File: src/rtl/ibp_pkg.sv
// Shared constants, codes and the queue entry type of the border padder.
`default_nettype none

package ibp_pkg;

  localparam int MAX_WIDTH       = 4096;
  localparam int MAX_HEIGHT      = 4096;
  localparam int PIXEL_BITS      = 32;
  localparam int CFG_BITS        = 13;
  localparam int CFG_INDEX_BITS  = 2;
  localparam int COORD_BITS      = 12;
  localparam int COL_BITS        = $clog2(MAX_WIDTH);
  localparam int ROW_BITS        = $clog2(MAX_HEIGHT);
  localparam int DEF_QUEUE_DEPTH = 2;

  localparam logic [CFG_INDEX_BITS-1:0] REG_SRC_WIDTH  = 2'd0;
  localparam logic [CFG_INDEX_BITS-1:0] REG_SRC_HEIGHT = 2'd1;
  localparam logic [CFG_INDEX_BITS-1:0] REG_DST_WIDTH  = 2'd2;
  localparam logic [CFG_INDEX_BITS-1:0] REG_DST_HEIGHT = 2'd3;

  localparam logic KIND_SOURCE = 1'b0;

  // How the back end forms the destination pixel of one entry.
  typedef enum logic [1:0] {
    OP_SOURCE,
    OP_ZERO,
    OP_LATEST,
    OP_FIRST
  } pix_op_t;

  typedef struct packed {
    pix_op_t                 op;
    logic [PIXEL_BITS-1:0]   pixel;
    logic [COL_BITS-1:0]     col;
    logic [ROW_BITS-1:0]     row;
    logic [COL_BITS-1:0]     addr;
    logic                    eor;
    logic                    eof;
    logic                    mismatch;
    logic                    wr_latest;
    logic                    wr_first;
  } task_t;

endpackage

`default_nettype wire

File: src/rtl/ibp_queue.sv
// Small register queue that decouples the front end from the back end.
`default_nettype none

module ibp_queue #(
  parameter int DEPTH = ibp_pkg::DEF_QUEUE_DEPTH
) (
  input  logic           clk,
  input  logic           rst,
  input  logic           push_valid,
  output logic           push_ready,
  input  ibp_pkg::task_t push_data,
  output logic           pop_valid,
  input  logic           pop_ready,
  output ibp_pkg::task_t pop_data
);

  localparam int PB = $clog2(DEPTH);
  localparam int NB = $clog2(DEPTH + 1);

  ibp_pkg::task_t slots [DEPTH];
  logic [PB-1:0]  wr_ptr;
  logic [PB-1:0]  rd_ptr;
  logic [NB-1:0]  count;
  logic           push, pop;

  assign push_ready = count != NB'(DEPTH);
  assign pop_valid  = count != '0;
  assign pop_data   = slots[rd_ptr];
  assign push       = push_valid && push_ready;
  assign pop        = pop_valid && pop_ready;

  always_ff @(posedge clk) begin
    if (push) begin
      slots[wr_ptr] <= push_data;
    end
  end

  always_ff @(posedge clk) begin
    if (rst) begin
      wr_ptr <= '0;
      rd_ptr <= '0;
      count  <= '0;
    end else begin
      if (push) begin
        wr_ptr <= (wr_ptr == PB'(DEPTH - 1)) ? '0 : wr_ptr + 1'b1;
      end
      if (pop) begin
        rd_ptr <= (rd_ptr == PB'(DEPTH - 1)) ? '0 : rd_ptr + 1'b1;
      end
      case ({push, pop})
        2'b10:   count <= count + 1'b1;
        2'b01:   count <= count - 1'b1;
        default: count <= count;
      endcase
    end
  end

endmodule

`default_nettype wire

File: config.mk
export PLATFORM = sky130hd
export DESIGN_NAME = ibp_queue
export DESIGN_NICKNAME = d
export VERILOG_FILES = /design/src/rtl/ibp_pkg.sv /design/src/rtl/ibp_queue.sv
export SDC_FILE = /design/constraint.sdc
export NUM_CORES = 1
export LEC_CHECK = 0
export BUFFER_PORTS_ARGS = -buffer_cell sky130_fd_sc_hd__buf_2
export CAP_MARGIN = 10
export CORE_MARGIN = 4
export CORE_UTILIZATION = 47
export DETAILED_ROUTE_END_ITERATION = 10
export MAX_ROUTING_LAYER = met4
export PLACE_DENSITY = 0.86
export SYNTH_ARGS = -nofsm -noshare
export SYNTH_HDL_FRONTEND = slang
export SYNTH_SLANG_ARGS = --single-unit
export TNS_END_PERCENT = 100
File: constraint.sdc
create_clock -name clk -period 2.8 [get_ports clk]
set_input_delay 0.28 -clock clk [delete_from_list [all_inputs] [get_ports clk]]
set_output_delay 0.28 -clock clk [all_outputs]
set_load 0.01 [all_outputs]
==> flow_summary.toml, run 1 <==
[floorplanning]
die_y_microns = 117
io_pins = 156
dieArea_sq_um = 13800
core_sq_um = 11600
std_cell_rows = 39
dieWidth_microns = 117
start_util = 0.486

[routing]
drt_iter0_markers = 154
postRouteAntennaNets = 0
num_vias = 2916
viasPerCell = 4.99
firstDrtPassIters = 4
drc = 0
wirelength_mm = 10.0
wire_per_inst_microns = 17.2

[worst_setup_path]
start_kind = "flop"
r2r_setup_slack_ns = 0.91
required_ns = 2.52
crit_fanout = 38
crit_path_end_kind = "primary output"
cp.arrival_ns = 1.94
path_class = "flop to primary output"

[pwr]
power_switching_uw = 1770
powerDensity_nw_per_um2 = 963
pwr-share-clk = 0.326
p_leak_uw = 0.00271
seq_power_share = 0.446
sw_frac_of_total = 0.255
internal_power_uw = 5170
ir_drop_mv = 0.643
combPwrFrac = 0.228

[grt]
grt_max_degree = 40
globalRouteMet2Util = 0.254
grt_use_met3 = 0.0573
grt_use_met1 = 0.181
grt_pass1_wl_mm = 16.2
overflow = 0
grt_pass1_vias = 3230
grt-busiest-layer = "met2"
grt_usage = 0.156
antenna_found_initial = 0

[synth]
ys_seq_area_frac = 0.819
syn_area_sq_um = 5620
synthCells = 257
ys_seq_elements = 155
syn_nets = 337
syn_area_per_cell_sq_um = 21.9
synth_cell_type_count = 20
yosysWarnings = 0

[timing]
skew_ns = 0.00924
finalHoldViolCount = 0
setup_tns_ns = 0
tightestPinTransition_ns = 0.553
fmax_mhz = 450
relSlewSlack = 0.631
whs_ns = 0.0548
setup_violations = 0
finalCritPeriodShare = 0.794
min_period_ns = 2.22
drv_slew = 0
rsz0062_at_grt = "no"

[min_path]
hold_path.class = "input port to flop"

[placement]
dp_hpwl_mm = 6.76
io_buffers = 155
gp_congestion = 0.708

[layout]
nets = 508
synthToLayoutAreaGrowth_pct = 28.1
antenna_cells = 0
layout-drive-gt1-share = 0.605
final_common_cell = "buf_2"
fillers = 838
final_cell_mix = "buf_2, edfxtp_1, mux2_2, clkbuf_16"

[clock_network]
postCtsResizedCells = 0
cts_htree_levels = 4
cts_tree = "yes"
cts-root-buf = "clkbuf_16"
clkTransAtPathRegs_ns = 0.06
clkLatencyLatePin_ns = 0.41
numCtsBuffers = 17
clock_sinks = 155
post_cts_buffers = 0
holdBufCountCts = 0
clockBufferDepth = 2

[run_status]
status = "finished clean"

[job]
maxCapViolations = 0
cell type report:
type | instances | area [sq um] | area share
Clock buffer | 24 | 472 | 0.0655
Clock inverter | 8 | 119 | 0.0165
Inverter | 1 | 5.00 | 0.000695
Multi-Input combinational cell | 93 | 968 | 0.134
Sequential cell | 155 | 4610 | 0.640
Tap cell | 143 | 179 | 0.0248
Timing Repair Buffer | 160 | 851 | 0.118
flip-flops by register name, indices dropped and copies added (netlist names), named ones only:
register and flops:
rd_ptr 1, wr_ptr 1, slots 150, count 2
cells in the mapped netlist:
library cell	count	area, sq um
xnor2_1	2	17.5
nand2_1	1	3.75
edfxtp_1	150	4500
buf_4	5	37.5
inv_1	1	3.75
a21oi_1	2	10.0
nand3b_1	1	7.51
dfxtp_1	5	100
nand2b_1	1	6.26
mux2_2	75	845
o21a_1	1	7.51
and3_1	1	6.26
or2_2	1	6.26
a21bo_2	1	10.0
nor2_1	3	11.3
or3_1	1	6.26
buf_2	3	15.0
xor2_1	1	8.76
ha_1	1	12.5
o21ai_0	1	5.00
routing by layer:
metal | up-vias | routed length [microns] | part of all wire
li1 | 1366 | - | -
met1 | 1426 | 4120 | 0.41
met2 | 114 | 5220 | 0.52
met3 | 10 | 638 | 0.064
met4 | 0 | 75 | 0.0075
met5 | - | 0 | 0
critical path, cell delays in order, from the launching register on:
cell     delay, ns
dfxtp_4       0.68
buf_12        0.29
mux2_2        0.38
buf_2         0.14
final timing paths:
check,start,end,cells past startpoint
worst max-delay path,flop,pop_data[60],3
worst min-delay path,push_data[14],slots[1][14],1
worst max register to register,count[0],slots[1][10],3
worst min register to register,count[1],count[1],2
per-stage QoR:
step           setup slack [ns]   util  area (sq um)  total power (uW)  instances
2_1_floorplan             0.169      -          5630              4110        257
3_3_place_gp               1.01  0.572          6610              4700        552
3_5_place_dp              0.912  0.572          6610              4760        552
4_1_cts                   0.535  0.623          7200              7030        584
5_1_grt                   0.462  0.623          7200              7250        584
6_report                  0.577  0.623          7200              6930        584
power groups by stage:
stage / Combinational (uW) / Sequential [uW] / Clock [uW]
after floorplan: 1070 / 3050 / 0
after global placement: 1570 / 3120 / 0
after detailed placement: 1610 / 3150 / 0
after CTS: 1620 / 3100 / 2310
after global routing: 1710 / 3130 / 2400
final: 1580 / 3090 / 2260
logic make-up after synthesis:
logic type               Yosys count  synth area share
AND/OR/NAND/NOR                    9           0.00846
buffers and inverters              9            0.0100
flip-flops                       155             0.819
XOR/XNOR                           3           0.00467
multiplexers                      75             0.150
adder cells (fa/ha/maj)            1           0.00222
AO/OA/AOI/OAI                      5           0.00578
(Power assumes the default switching activity.)
==> run 2: changes to the inputs <==
--- a/config.mk
+++ b/config.mk
@@ -8,10 +8,10 @@
 export BUFFER_PORTS_ARGS = -buffer_cell sky130_fd_sc_hd__buf_2
 export CAP_MARGIN = 10
 export CORE_MARGIN = 4
-export CORE_UTILIZATION = 47
+export CORE_UTILIZATION = 52
 export DETAILED_ROUTE_END_ITERATION = 10
 export MAX_ROUTING_LAYER = met4
-export PLACE_DENSITY = 0.86
+export PLACE_DENSITY = 0.89
 export SYNTH_ARGS = -nofsm -noshare
 export SYNTH_HDL_FRONTEND = slang
 export SYNTH_SLANG_ARGS = --single-unit
==> constraint.sdc (replaced) <==
create_clock -name clk -period 2.3 [get_ports clk]
set_input_delay 0.23 -clock clk [delete_from_list [all_inputs] [get_ports clk]]
set_output_delay 0.23 -clock clk [all_outputs]
set_load 0.01 [all_outputs]
==> run 2 against run 1 <==
Net effect:
- hold slack improved by 0.0057 ns
- design area increased by 11%
- die area fell by 9.0%
- first-iteration DRC count is 30% lower
- flip-flop and latch count unchanged
- utilization increased by 14 points
- non-clock buffer count up 78
- count of clock-buffer cells in the layout decreased by 3
- combinational power grew 36%
- clock skew up 0.0027 ns
- power grew 23%
- clock power rose by 20%
- largest power group unchanged
==> flow_summary.toml, run 2 (synthesis gave the netlist of run 1 again) <==
[run_status]
status = "finished clean"

[grt]
grt_pass1_vias = 3642
grt_usage = 0.194
antenna_found_initial = 0
grt_pass1_wl_mm = 18.1
overflow = 0
grt_max_degree = 49

[placement]
io_buffers = 155
dp_hpwl_mm = 6.74
gp_congestion = 0.779
pre_cts_slack_ns = 0.618
dpl_cell_area_sq_um = 6620

[pwr]
powerDensity_nw_per_um2 = 1070
p_leak_uw = 0.00301
ir_drop_mv = 0.858

[routing]
firstDrtPassIters = 4
drt_iter0_markers = 108
viasPerCell = 4.99
drc = 0
postRouteAntennaNets = 0
wirelength_mm = 11.2
wire_per_inst_microns = 17.2
num_vias = 3266

[timing]
setup_tns_ns = 0
relSlewSlack = 0.710
finalHoldViolCount = 0
drv_slew = 0
rsz0062_at_grt = "no"
min_period_ns = 1.98
skew_ns = 0.0120
finalCritPeriodShare = 0.859
fmax_mhz = 506
setup_violations = 0
postLayoutSetupSlackWorst_ns = 0.323
tightestPinTransition_ns = 0.435

[layout]
fillers = 574
top_register = "slots"
regArea_sq_um = 4610
antenna_cells = 0
synthToLayoutAreaGrowth_pct = 41.8
multi_input_area_sq_um = 968
nets = 586
final_area_sq_um = 7980
final_common_cell = "buf_2"
final_cell_mix = "buf_2, edfxtp_1, dlygate4sd3_1, mux2_2, clkbuf_16"
reg.largest.list = "slots: 150 flops, count: 2 flops"
layout-drive-gt1-share = 0.524
largest_reg_flops = 150

[clock_network]
cts_tree = "yes"
clkTransAtPathRegs_ns = 0.06
cts-root-buf = "clkbuf_8"
postCtsResizedCells = 0
clockBufferDepth = 2
clock_sinks = 155
cts_htree_levels = 4
numCtsBuffers = 17
clkLatencyLatePin_ns = 0.52

[worst_setup_path]
crit_fanout = 27
slowest_stage = "mux2_2"
cpPeakStageDelay_ns = 0.40
cp.arrival_ns = 1.75
required_ns = 2.07
path_class = "flop to primary output"
rr_worst_depth = 3
path_cells = "buf_4 > mux2_2 > buf_2"
start_kind = "flop"
crit_path_end_kind = "primary output"

[floorplanning]
io_pins = 156
std_cell_rows = 37
dieArea_sq_um = 12500
start_util = 0.540
core_sq_um = 10400
dieWidth_microns = 112
die_y_microns = 112

[job]
maxCapViolations = 0

[min_path]
hold_path.class = "input port to flop"
hold_path_depth = 3
-- run 2: cell count changes in the layout (fill, tap and decap cells not counted), sizes merged --
cell         before  now
buf             160  162
clkbuf           24   21
clkinv            6    2
clkinvlp          0    7
dlygate4sd3       0   76
-- run 2: area by class of cell --
cell class,instances,share of cell area
Clock inverter,11,0.0182
Sequential cell,155,0.578
Multi-Input combinational cell,93,0.121
Inverter,1,0.000941
Timing Repair Buffer,238,0.204
Tap cell,136,0.0213
Clock buffer,21,0.0563
-- run 2: power breakdown --
part           leakage, uW  switching [uW]  internal, uW  total, uW
logic              0.00129            1090          1060       2150
registers          0.00145             111          3570       3680
clock network     0.000272            1010          1700       2720
-- run 2: what timing repair did --
item	4_1_cts	5_1_grt
endpoints found under the hold margin	155	0
hold buffers	76	0
buffers inserted	0	0
-- run 2: per-layer routing --
layer,share of wire,up-vias,track usage
met2,0.54,130,0.333
met5,0,-,-
met4,0.013,0,0.0617
li1,-,1523,-
met3,0.065,19,0.0647
met1,0.38,1594,0.214
-- run 2: path summary, 6_finish.rpt --
kind	startpoint	to	slack [ns]
min	push_valid	wr_ptr	0.06
max	flop	pop_data[19]	0.32
max reg2reg	count[0]	slots[1][28]	0.61
min reg2reg	rd_ptr	rd_ptr	0.52
-- run 2: worst max-delay path, delay by kind of cell, from the launching register on --
kind / cells / cell delay [ns]
buffers and inverters: 2 / 0.47
DFF: 1 / 0.36
muxes: 1 / 0.40
-- run 2: metrics by stage --
stage,utilization,hold WS (ns),total power [uW],std cells
floorplan,-,0.299,5000,257
finish,0.766,0.0604,8540,655
global placement,0.636,0.419,5720,547
detailed placement,0.636,0.421,5790,547
CTS,0.766,0.0285,8610,655
global route,0.766,0.0848,8960,655
==> run 3: changes to the inputs <==
==> constraint.sdc (replaced) <==
create_clock -name clk -period 2.3 [get_ports clk]
set_input_delay 0.23 -clock clk [delete_from_list [all_inputs] [get_ports clk]]
set_output_delay 0.23 -clock clk [all_outputs]
set_load 0.1 [all_outputs]
==> run 3 against run 2 <==
Net effect:
- flip-flop and latch count unchanged
- via count down 0.55%
- count of clock-buffer cells in the layout down 3
- fmax down 6.5%
- utilization up 0.46 points
- hold slack worse by 0.016 ns
- setup slack worse by 0.14 ns
- clock skew down 0.0048 ns
- design area up 0.60%
- global-route usage up 0.96 points
- register-to-register slack better by 0.11 ns
- largest cell class unchanged
==> flow_summary.toml, run 3 (synthesis gave the netlist of run 1 again) <==
[clock_network]
clockBufferDepth = 2
cts_htree_levels = 4
cts-root-buf = "clkbuf_8"
clkLatencyLatePin_ns = 0.52
cts_tree = "yes"
numCtsBuffers = 17
clock_sinks = 155
clkTransAtPathRegs_ns = 0.06
post_cts_buffers = 0

[floorplanning]
io_pins = 156
std_cell_rows = 37
dieWidth_microns = 112
die_y_microns = 112
core_sq_um = 10400
start_util = 0.540
dieArea_sq_um = 12500

[layout]
final_cell_count_no_fill = 655
reg.largest.list = "slots: 150 flops, count: 2 flops"
layout-drive-gt1-share = 0.528
final_cell_mix = "buf_2, edfxtp_1, dlygate4sd3_1, mux2_2, clkbuf_16"
top_register = "slots"
final_common_cell = "buf_2"
synthToLayoutAreaGrowth_pct = 42.6
largest_reg_flops = 150
nets = 586
antenna_cells = 0

[worst_setup_path]
path_class = "flop to primary output"
slowest_stage = "mux2_2"
crit_fanout = 34
cp.arrival_ns = 1.88
rr_worst_depth = 3
path_buf_inv = 2
start_kind = "flop"
path_cells = "buf_6 > mux2_2 > buf_2"
cpPeakStageDelay_ns = 0.38
r2r_start = "count[0]"
crit_family = "buffers and inverters"
r2r_setup_slack_ns = 0.72
r2r_end = "slots[1][66]"
crit_path_end_kind = "primary output"
required_ns = 2.07

[min_path]
hold_path_depth = 3
holdCritStartpoint = "push_valid"
hold_path.class = "input port to flop"
hold_path_end = "wr_ptr"

[routing]
drc = 0
drt_iter0_markers = 129
firstDrtPassIters = 4
viasPerCell = 4.96
wirelength_mm = 11.7
wire_per_inst_microns = 17.9
postRouteAntennaNets = 0
num_vias = 3248

[timing]
rsz0062_at_grt = "no"
finalHoldViolCount = 0
finalCritPeriodShare = 0.919
setup_tns_ns = 0
relSlewSlack = 0.663
tightestPinTransition_ns = 0.509
setup_violations = 0
fmax_mhz = 473
whs_ns = 0.0446
min_period_ns = 2.11
drv_slew = 0
skew_ns = 0.00719

[grt]
grt_max_degree = 53
grt_pass1_vias = 3596
antenna_found_initial = 0
grt_usage = 0.203
overflow = 0
grt_pass1_wl_mm = 18.8

[placement]
place_inst = 547
dp_hpwl_mm = 6.98
io_buffers = 155
gp_congestion = 0.709

[job]
maxCapViolations = 0

[run_status]
status = "finished clean"
-- run 3: how the worst max path moves through the flow --
stage | depth (start not counted) | from | slack (ns) | to
4_1_cts | 3 | flop | 0.07 | pop_data[22]
6_report | 3 | flop | 0.19 | pop_data[57]
3_5_place_dp | 3 | flop | 0.63 | pop_data[22]
3_3_place_gp | 3 | flop | 0.64 | pop_data[49]
5_1_grt | 3 | flop | 0.11 | pop_data[22]
2_1_floorplan | 3 | count[0] | -0.05 | slots[0][0]
-- run 3: what timing repair did --
item | CTS | global route
resized for setup | 0 | 1
hold endpoints to repair | 155 | 0
hold buffers | 76 | 0
setup endpoints to repair | 0 | 2
-- run 3: per-layer routing --
metal	up-vias	share of wire	GRT usage	wire (microns)
met5	-	0	-	0
met4	0	0.028	0.0913	333
met3	31	0.061	0.0592	718
met1	1569	0.37	0.223	4380
met2	128	0.54	0.345	6310
li1	1520	-	-	-
-- run 3: metrics by stage --
| stage | cell area, sq um | setup slack, ns | util |
|---|---|---|---|
| finish | 8020 | 0.186 | 0.770 |
| detailed placement | 6640 | 0.628 | 0.638 |
| CTS | 8020 | 0.0670 | 0.770 |
| global route | 8020 | 0.110 | 0.770 |
| floorplan | 5640 | -0.0530 | - |
| global placement | 6640 | 0.641 | 0.638 |
-- run 3: tightest hold or removal path, stage by stage --
cell,delay [ns]
buf_2,0.11
a21bo_2,0.12
a21oi_1,0.06
-- run 3: layout make-up --
type / instances / area (sq um)
clock buffers: 18 / 418
multi-input cells: 93 / 976
inverters: 1 / 7.51
well taps: 136 / 170
flip-flops and latches: 155 / 4610
repair buffers: 238 / 1650
fillers: 582 / 2390
clock inverters: 14 / 196
Power of run 3 is left out: the tool's default activity adds up to more than one toggle a clock period on the data nets, which glitch-free logic cannot reach.
