[config.mk]
export PLATFORM = sky130hd
export DESIGN_NAME = ibp_front_flat
export DESIGN_NICKNAME = d
export VERILOG_FILES = /design/src/rtl/ibp_pkg.sv /design/src/rtl/ibp_stream_if.sv /design/src/rtl/ibp_front.sv /design/src/flat_wrapper.sv
export SDC_FILE = /design/constraint.sdc
export NUM_CORES = 1
export LEC_CHECK = 0
export ABC_CLOCK_PERIOD_IN_PS = 9200
export BUFFER_PORTS_ARGS = -buffer_cell sky130_fd_sc_hd__buf_2
export CORE_MARGIN = 2
export CORE_UTILIZATION = 41
export DETAILED_ROUTE_END_ITERATION = 10
export HOLD_SLACK_MARGIN = 0.12
export PLACE_DENSITY = 0.68
export SYNTH_ARGS = -nofsm -noshare
export SYNTH_HDL_FRONTEND = slang
export SYNTH_SLANG_ARGS = --single-unit
[constraint.sdc]
create_clock -name clk -period 9.2 [get_ports clk]
set_input_delay 0.46 -clock clk [delete_from_list [all_inputs] [get_ports clk]]
set_output_delay 0.46 -clock clk [all_outputs]
set_load 0.02 [all_outputs]
[src/rtl/ibp_pkg.sv]
// Shared constants, codes and the queue entry type of the border padder.
`default_nettype none

package ibp_pkg;

  localparam int MAX_WIDTH       = 4096;
  localparam int MAX_HEIGHT      = 4096;
  localparam int PIXEL_BITS      = 32;
  localparam int CFG_BITS        = 13;
  localparam int CFG_INDEX_BITS  = 2;
  localparam int COORD_BITS      = 12;
  localparam int COL_BITS        = $clog2(MAX_WIDTH);
  localparam int ROW_BITS        = $clog2(MAX_HEIGHT);
  localparam int DEF_QUEUE_DEPTH = 2;

  localparam logic [CFG_INDEX_BITS-1:0] REG_SRC_WIDTH  = 2'd0;
  localparam logic [CFG_INDEX_BITS-1:0] REG_SRC_HEIGHT = 2'd1;
  localparam logic [CFG_INDEX_BITS-1:0] REG_DST_WIDTH  = 2'd2;
  localparam logic [CFG_INDEX_BITS-1:0] REG_DST_HEIGHT = 2'd3;

  localparam logic KIND_SOURCE = 1'b0;

  // How the back end forms the destination pixel of one entry.
  typedef enum logic [1:0] {
    OP_SOURCE,
    OP_ZERO,
    OP_LATEST,
    OP_FIRST
  } pix_op_t;

  typedef struct packed {
    pix_op_t                 op;
    logic [PIXEL_BITS-1:0]   pixel;
    logic [COL_BITS-1:0]     col;
    logic [ROW_BITS-1:0]     row;
    logic [COL_BITS-1:0]     addr;
    logic                    eor;
    logic                    eof;
    logic                    mismatch;
    logic                    wr_latest;
    logic                    wr_first;
  } task_t;

endpackage

`default_nettype wire

[src/rtl/ibp_stream_if.sv]
// Valid/ready stream interfaces for the input items and the result items.
`default_nettype none

interface ibp_in_if;
  logic                             valid;
  logic                             ready;
  logic                             kind;
  logic [ibp_pkg::PIXEL_BITS-1:0]   pixel_in;

  modport source (output valid, kind, pixel_in, input ready);
  modport sink (input valid, kind, pixel_in, output ready);
endinterface


`default_nettype wire

[src/rtl/ibp_front.sv]
// Front end: size registers, destination position and item classification.
`default_nettype none

module ibp_front (
  input  logic                                clk,
  input  logic                                rst,
  input  logic                                cfg_we,
  input  logic [ibp_pkg::CFG_INDEX_BITS-1:0]  cfg_index,
  input  logic [ibp_pkg::CFG_BITS-1:0]        cfg_data,
  ibp_in_if.sink                              in_ch,
  output logic                                push_valid,
  input  logic                                push_ready,
  output ibp_pkg::task_t                      push_data
);

  localparam int SB = ibp_pkg::CFG_BITS;
  localparam int CB = ibp_pkg::COL_BITS;
  localparam int RB = ibp_pkg::ROW_BITS;
  localparam logic [SB-1:0] MAX_W = SB'(ibp_pkg::MAX_WIDTH);
  localparam logic [SB-1:0] MAX_H = SB'(ibp_pkg::MAX_HEIGHT);

  logic [SB-1:0] src_width;
  logic [SB-1:0] src_height;
  logic [SB-1:0] dst_width;
  logic [SB-1:0] dst_height;
  logic [CB-1:0] col_cnt;
  logic [RB-1:0] row_cnt;

  logic [SB-1:0] sw, sh, dw, dh;
  logic          col_wrap;
  logic [RB:0]   row_a;
  logic [CB-1:0] col_n, col_adv;
  logic [RB-1:0] row_n, row_adv;
  logic          in_src, last_col, last_row, mismatch, in_fire;
  ibp_pkg::task_t t;

  function automatic logic [SB-1:0] clamp_src(input logic [SB-1:0] v,
                                               input logic [SB-1:0] maxv);
    logic [SB-1:0] r;
    r = v;
    if (r == '0) r = SB'(1);
    if (r > maxv) r = maxv;
    return r;
  endfunction

  function automatic logic [SB-1:0] clamp_dst(input logic [SB-1:0] v,
                                               input logic [SB-1:0] srcv,
                                               input logic [SB-1:0] maxv);
    logic [SB-1:0] r;
    r = v;
    if (r > maxv) r = maxv;
    if (r < srcv) r = srcv;
    return r;
  endfunction

  always_ff @(posedge clk) begin
    if (rst) begin
      src_width  <= SB'(1);
      src_height <= SB'(1);
      dst_width  <= SB'(1);
      dst_height <= SB'(1);
    end else if (cfg_we) begin
      unique case (cfg_index)
        ibp_pkg::REG_SRC_WIDTH:  src_width  <= cfg_data;
        ibp_pkg::REG_SRC_HEIGHT: src_height <= cfg_data;
        ibp_pkg::REG_DST_WIDTH:  dst_width  <= cfg_data;
        ibp_pkg::REG_DST_HEIGHT: dst_height <= cfg_data;
      endcase
    end
  end

  assign sw = clamp_src(src_width, MAX_W);
  assign sh = clamp_src(src_height, MAX_H);
  assign dw = clamp_dst(dst_width, sw, MAX_W);
  assign dh = clamp_dst(dst_height, sh, MAX_H);

  // Pull the position back inside the frame if the sizes shrank under it.
  always_comb begin
    col_wrap = SB'(col_cnt) >= dw;
    row_a    = col_wrap ? ((RB+1)'(row_cnt) + 1'b1) : (RB+1)'(row_cnt);
    col_n    = col_wrap ? '0 : col_cnt;
    row_n    = (SB'(row_a) >= dh) ? '0 : row_a[RB-1:0];
    in_src   = (SB'(row_n) < sh) && (SB'(col_n) < sw);
    last_col = SB'(col_n) == (dw - SB'(1));
    last_row = SB'(row_n) == (dh - SB'(1));
    mismatch = (in_ch.kind == ibp_pkg::KIND_SOURCE) != in_src;
    if (last_col) begin
      col_adv = '0;
      row_adv = last_row ? '0 : row_n + 1'b1;
    end else begin
      col_adv = col_n + 1'b1;
      row_adv = row_n;
    end
  end

  always_comb begin
    t.op        = ibp_pkg::OP_ZERO;
    t.pixel     = in_ch.pixel_in;
    t.col       = col_n;
    t.row       = row_n;
    t.addr      = col_n;
    t.eor       = 1'b0;
    t.eof       = 1'b0;
    t.mismatch  = mismatch;
    t.wr_latest = 1'b0;
    t.wr_first  = 1'b0;
    if (!mismatch) begin
      t.eor = last_col;
      t.eof = last_col && last_row;
      if (SB'(row_n) < sh) begin
        // Source rows are recorded so that the padding rows can repeat them.
        t.wr_latest = 1'b1;
        t.wr_first  = row_n == '0;
        if (SB'(col_n) < sw) begin
          t.op = ibp_pkg::OP_SOURCE;
        end else if (SB'(col_n) == sw) begin
          t.op   = ibp_pkg::OP_LATEST;
          t.addr = CB'(sw - SB'(1));
        end else if (last_col) begin
          t.op   = ibp_pkg::OP_LATEST;
          t.addr = '0;
        end
      end else if (SB'(row_n) == sh) begin
        t.op = ibp_pkg::OP_LATEST;
      end else if (last_row) begin
        t.op = ibp_pkg::OP_FIRST;
      end
    end
  end

  assign push_data   = t;
  assign push_valid  = in_ch.valid;
  assign in_ch.ready = push_ready;
  assign in_fire     = in_ch.valid && push_ready;

  always_ff @(posedge clk) begin
    if (rst) begin
      col_cnt <= '0;
      row_cnt <= '0;
    end else if (in_fire) begin
      if (mismatch) begin
        col_cnt <= col_n;
        row_cnt <= row_n;
      end else begin
        col_cnt <= col_adv;
        row_cnt <= row_adv;
      end
    end
  end

endmodule

`default_nettype wire

[src/flat_wrapper.sv]
// flat-port wrapper written by rule: the top's interface ports become plain ports
module ibp_front_flat 
  (clk, rst, cfg_we, cfg_index, cfg_data, push_valid, push_ready, push_data, in_ch_valid, in_ch_kind, in_ch_pixel_in, in_ch_ready);
  ibp_in_if in_ch_i ();
  input  logic clk;
  input  logic rst;
  input  logic cfg_we;
  input  logic [ibp_pkg::CFG_INDEX_BITS-1:0] cfg_index;
  input  logic [ibp_pkg::CFG_BITS-1:0] cfg_data;
  output logic push_valid;
  input  logic push_ready;
  output ibp_pkg::task_t push_data;
  input wire logic [$bits(in_ch_i.valid)-1:0] in_ch_valid;
  input wire logic [$bits(in_ch_i.kind)-1:0] in_ch_kind;
  input wire logic [$bits(in_ch_i.pixel_in)-1:0] in_ch_pixel_in;
  output wire logic [$bits(in_ch_i.ready)-1:0] in_ch_ready;
  assign in_ch_i.valid = in_ch_valid;
  assign in_ch_i.kind = in_ch_kind;
  assign in_ch_i.pixel_in = in_ch_pixel_in;
  assign in_ch_ready = in_ch_i.ready;
  ibp_front u_core (.clk(clk), .rst(rst), .cfg_we(cfg_we), .cfg_index(cfg_index), .cfg_data(cfg_data), .in_ch(in_ch_i), .push_valid(push_valid), .push_ready(push_ready), .push_data(push_data));
endmodule
==> results of run 1 <==
## routing by layer
layer,up-vias,GRT usage
met5,-,0
met4,0,0.1000
met3,70,0.04669
met2,456,0.4155
met1,4530,0.3821
li1,4586,-
## cells by family after synthesis
logic type,Yosys count,share of synthesized area
buffers and inverters,157,0.09180
AO/OA/AOI/OAI,336,0.2456
multiplexers,21,0.02584
flip-flops,76,0.1717
XOR/XNOR,46,0.05098
adder cells (fa/ha/maj),79,0.1116
AND/OR/NAND/NOR,521,0.3025
## per-stage QoR
step / power (mW) / hold WS [ps] / util / TNS, ps / worst slack (ps)
6_report: 1.770 / 386.5 / 0.4847 / 0 / 235.3
2_1_floorplan: 1.046 / 431.8 / - / 0 / 45.85
3_5_place_dp: 1.268 / 452.5 / 0.4441 / -955.0 / -131.7
4_1_cts: 1.685 / 380.2 / 0.4648 / 0 / 19.28
5_1_grt: 1.876 / 394.8 / 0.4847 / -743.8 / -95.72
3_3_place_gp: 1.264 / 441.3 / 0.4441 / 0 / 16.58
## area by class of cell
type	instances	area, µm²	area share
Sequential cell	76	1529	0.1496
Timing Repair Buffer	140	915.9	0.08961
Inverter	62	237.7	0.02326
Multi-Input combinational cell	1004	6885	0.6736
Clock buffer	10	239.0	0.02338
Tap cell	275	344.1	0.03366
Clock inverter	6	70.07	0.006855
## worst min-delay path by stage
stage	start	endpoint	depth (start not counted)
floorplan	u_core.dst_height[10]$_SDFFE_PP0P_	u_core.dst_height[10]$_SDFFE_PP0P_	2
global placement	u_core.dst_height[10]$_SDFFE_PP0P_	u_core.dst_height[10]$_SDFFE_PP0P_	2
detailed placement	u_core.dst_height[10]$_SDFFE_PP0P_	u_core.dst_height[10]$_SDFFE_PP0P_	2
CTS	cfg_data[12]	u_core.dst_width[12]$_SDFFE_PP0P_	3
global route	cfg_data[12]	u_core.dst_height[12]$_SDFFE_PP0P_	3
finish	cfg_data[12]	u_core.dst_width[12]$_SDFFE_PP0P_	3
## worst max-delay path: cells and delay by family, from the launching register on
family,cells,cell delay (ps)
adder cells (fa/ha/maj),4,1150
flip-flops,1,380
buffers and inverters,6,830
XOR/XNOR,1,210
AO/OA/AOI/OAI,9,1760
AND/OR/NAND/NOR,18,3530
multiplexers,1,260
## power breakdown
group	switching, mW	internal (mW)
clock network	0.166	0.220
registers	0.0202	0.341
logic	0.626	0.397
## registers in the layout (all words and copies together) (netlist names)
register / cells
u_core.col_cnt: 12
u_core.row_cnt: 12
u_core.dst_width: 13
u_core.src_height: 13
u_core.src_width: 13
u_core.dst_height: 13
## layout by cell type, fill, tap and decap left out, drive strengths merged, types with 20 or more instances in the layout
master  Yosys  layout
dfxtp      76      76
nor3       31      32
nor2       91      91
inv        62      64
nand3      21      21
nand4      27      27
nor2b      30      30
nor4       20      20
nand2     194     194
a21oi     121     121
buf        55     139
a211oi     22      22
o21ai      67      67
xnor2      32      32
ha         79      79
## repair_timing
item | CTS | global route
hold endpoints to repair | 0 | 0
cloned | 1 | 0
gates resized for setup | 18 | 66
setup endpoints to repair | 25 | 37
buffers inserted | 8 | 13
pin swaps | 4 | 10
==> impl_metrics.ini, run 1 <==
[run_status]
outcome = finished, final reports clean

[clock_network]
clk_pin_slew_worst_paths_ps = 70
clk_latency_ps = 350
postCtsHoldBufs = 0
numClockSinks = 76
cts_buffers = 9
clock_path_buffers = 2
cts_tree = yes
htree_levels = 3
cts_root_buf = clkbuf_16

[worst_setup_path]
crit_end = push_data[3]
critical_path.most_common_cell = ha_1
rr_worst_depth = 40
crit_slowest_cell = or4_4
reg2reg_from = u_core.dst_width[12]$_SDFFE_PP0P_
slowest_delay_ps = 530
crit_path_end_kind = output port
cp.required_ps = 8740
path_class = register to output port
reg2reg_setup_slack_ps = 570
arrival_ps = 8500
crit_path_max_fanout = 9
cp-startpoint = u_core.dst_width[12]$_SDFFE_PP0P_
cp-start-kind = register
r2r-end = u_core.row_cnt[10]$_SDFFE_PP0P_

[run]
drv_cap = 0

[global_routing]
grt_pass1_wl_mm = 48.42
grt_usage = 0.2716
grt-ovfl-total = 0
grt_max_degree = 82
antenna_found_initial = 0
grt_pass1_vias = 8816

[synthesis]
yosys_register_bits = 76
synth_area_leader_cell = dfxtp_1
yosys-top-cells-area = dfxtp_1, ha_1, nand2_1, a21oi_1, nor2_1
yosys_warnings = 0
async_flop_share = 0
syn_nets = 1368
synthCells = 1236
synth_ff_type = dfxtp_1
post-synth-top-count-cell = nand2_1
synth_seq_area_share = 0.1717
avgSynthCellArea_um2 = 7.168
synth_top_cell_area_share = 0.1717
syn-cell-area_um2 = 8860
synth_commonest_cells = nand2_1, a21oi_1, nor2_1
synth_cell_types = 101
synth_enable_flop_cells = 0

[finish]
final_nets = 1425
fillers = 2126
diodes = 0
final_area_um2 = 10220
instances_no_fill = 1573
drive_gt1_frac = 0.1995
syn2layout_area_growth_pct = 15.37

[power_and_ir_drop]
peakVddDrop_uv = 117.0
p_leak_nw = 4.211
power_density_nw_per_um2 = 173.2

[sta]
finalCriticalPeriod_ps = 8965
period_share = 0.9744
finClkSkew_ps = 7.855
hold_viol_final = 0
setup-violations-final = 0
relSlewSlack = 0.1108
report.final.slew_viol_count = 0
worstMarginPinSlew_ps = 1326
max_freq_mhz = 111.5

[floorplanning]
start_util = 0.4201
dieHeight_um = 151
ios = 130
die_w_um = 151
dieArea_um2 = 22800
core-area_um2 = 21090
row_count = 53

[drt]
wl_per_cell_um = 19.89
drc_errors = 0
top_layer = met4
routed_wirelength_mm = 31.28
wl_met3_mm = 2.491
wl_met2_mm = 13.80
drtIter0Drc = 790
wirelength_met1_mm = 14.02
routed_via_density = 6.130
first_pass_iters = 5
via_count = 9642
ant_nets = 0

[placement]
port_buffers = 65
dp_hpwl_mm = 24.02
dpl_cell_area_um2 = 9365
placedCellCount = 1535
place_congestion = 1.001

[worst_hold_path]
min-delay-path-class = input port to register
Note: power is estimated with default switching activity, not from simulation.
==> run 2, diff against run 1 <==
REMOVE_ABC_BUFFERS = 1   (was not set)
==> impl_metrics.ini, run 2 (synthesis results as in run 1) <==
[worst_setup_path]
crit_path_end_kind = output port
crit_path_max_fanout = 25
rr_worst_depth = 41
reg2reg_setup_slack_ps = 560
critical_path.most_common_cell = ha_1
path_class = register to output port
slowest_delay_ps = 460
cp.required_ps = 8740
crit_slowest_cell = or3_1
cp-start-kind = register
arrival_ps = 8470

[floorplanning]
dieHeight_um = 151
start_util = 0.4201
ios = 130
row_count = 53
die_w_um = 151
dieArea_um2 = 22800
core-area_um2 = 21090

[power_and_ir_drop]
seq_power_share = 0.203
p_leak_nw = 4.199
p_int_mw = 0.9669
peakVddDrop_uv = 87.68
net-switching-power_mw = 0.8029
pwr-share-comb = 0.580
swShare = 0.4537
power_density_nw_per_um2 = 175.3
pwr-share-clk = 0.217

[drt]
via_count = 9602
routed_wirelength_mm = 31.69
first_pass_iters = 5
ant_nets = 0
drtIter0Drc = 946
routed_via_density = 6.112
drc_errors = 0
wl_per_cell_um = 20.17

[sta]
finalCriticalPeriod_ps = 8934
finalSetupTns_ps = 0
setup-violations-final = 0
report.final.slew_viol_count = 0
period_share = 0.9711
relSlewSlack = 0.2528
finClkSkew_ps = 12.65
post-route-worst-setup-slack_ps = 265.9
max_freq_mhz = 111.9
hold_viol_final = 0
worstMarginPinSlew_ps = 1114

[finish]
post-route-util = 0.4786
final_nets = 1423
mostFrequentLayoutCells = nand2_1, a21oi_1, nor2_1
drive_gt1_frac = 0.1829
final_common_cell = nand2_1
diodes = 0
syn2layout_area_growth_pct = 13.92
fillers = 2161

[placement]
place_congestion = 0.9531
dp_hpwl_mm = 24.49
place_ws_ps = 225.5
port_buffers = 65

[run]
drv_cap = 0

[clock_network]
clk_latency_ps = 360
clock_path_buffers = 2
cts_buffers = 9
cts_root_buf = clkbuf_16
numClockSinks = 76
htree_levels = 3
postCtsHoldBufs = 0
clk_pin_slew_worst_paths_ps = 70
cts_tree = yes

[global_routing]
grt-ovfl-total = 0
antenna_found_initial = 0
grt_pass1_wl_mm = 48.41
grt_pass1_vias = 8699
grt_max_degree = 82
grt_usage = 0.2742

[worst_hold_path]
holdPathStages = 3
min-delay-path-class = input port to register

[run_status]
outcome = finished, final reports clean
[run 2: path summary, 6_finish.rpt]
check | from | to
worst max-delay path | u_core.src_width[12]$_SDFFE_PP0P_ | push_data[0]
worst min-delay path | cfg_data[12] | u_core.dst_width[12]$_SDFFE_PP0P_
worst max register to register | u_core.src_width[12]$_SDFFE_PP0P_ | u_core.row_cnt[4]$_SDFFE_PP0P_
worst min register to register | u_core.dst_height[9]$_SDFFE_PP0P_ | u_core.dst_height[9]$_SDFFE_PP0P_
[run 2: final cells by class]
| class | count | area (µm²) | share of cell area |
|---|---|---|---|
| clock buffers | 10 | 239.0 | 0.02368 |
| flip-flops and latches | 76 | 1526 | 0.1512 |
| multi-input cells | 1003 | 6755 | 0.6693 |
| well taps | 275 | 344.1 | 0.03409 |
| repair buffers | 139 | 925.9 | 0.09173 |
| clock inverters | 6 | 70.07 | 0.006942 |
| inverters | 62 | 232.7 | 0.02306 |
[run 2: power groups by stage]
stage / Clock (mW) / Sequential [mW] / Combinational (mW)
after floorplan: 0 / 0.361 / 0.620
after global placement: 0 / 0.366 / 0.923
after detailed placement: 0 / 0.367 / 0.929
after CTS: 0.388 / 0.359 / 0.945
after global routing: 0.399 / 0.362 / 1.11
final: 0.384 / 0.360 / 1.03
[run 2: timing repair]
item / in CTS / in global routing
buffers inserted: 2 / 6
pin swaps: 1 / 7
resized for setup: 1 / 58
endpoints found under the setup margin: 15 / 38
gates cloned: 0 / 2
[run 2: metrics by stage]
step | total power, mW | area (µm²) | cells | hold slack (ps)
2_1_floorplan | 0.9813 | 8279 | 1141 | 425.7
3_3_place_gp | 1.289 | 9442 | 1545 | 444.3
4_1_cts | 1.692 | 9792 | 1563 | 374.2
6_report | 1.770 | 10090 | 1571 | 371.5
3_5_place_dp | 1.295 | 9442 | 1545 | 444.9
5_1_grt | 1.871 | 10090 | 1571 | 381.0
[run 2: per-layer routing]
| metal | GRT usage | up-vias | part of all wire |
|---|---|---|---|
| met3 | 0.06145 | 50 | 0.088 |
| met5 | 0.02500 | - | 0 |
| li1 | - | 4569 | - |
| met4 | 0.06402 | 0 | 0.020 |
| met2 | 0.4086 | 442 | 0.43 |
| met1 | 0.3982 | 4541 | 0.47 |
[run 2: worst max-delay path, delay by kind of cell (launching register included)]
family	cells	cell delay, ps
and+or+nand+nor	14	2760
AOI/OAI and AO/OA	12	2590
adders and majority gates	4	1090
buffers and inverters	7	970
xor gates and xnor gates	2	350
DFF	1	340
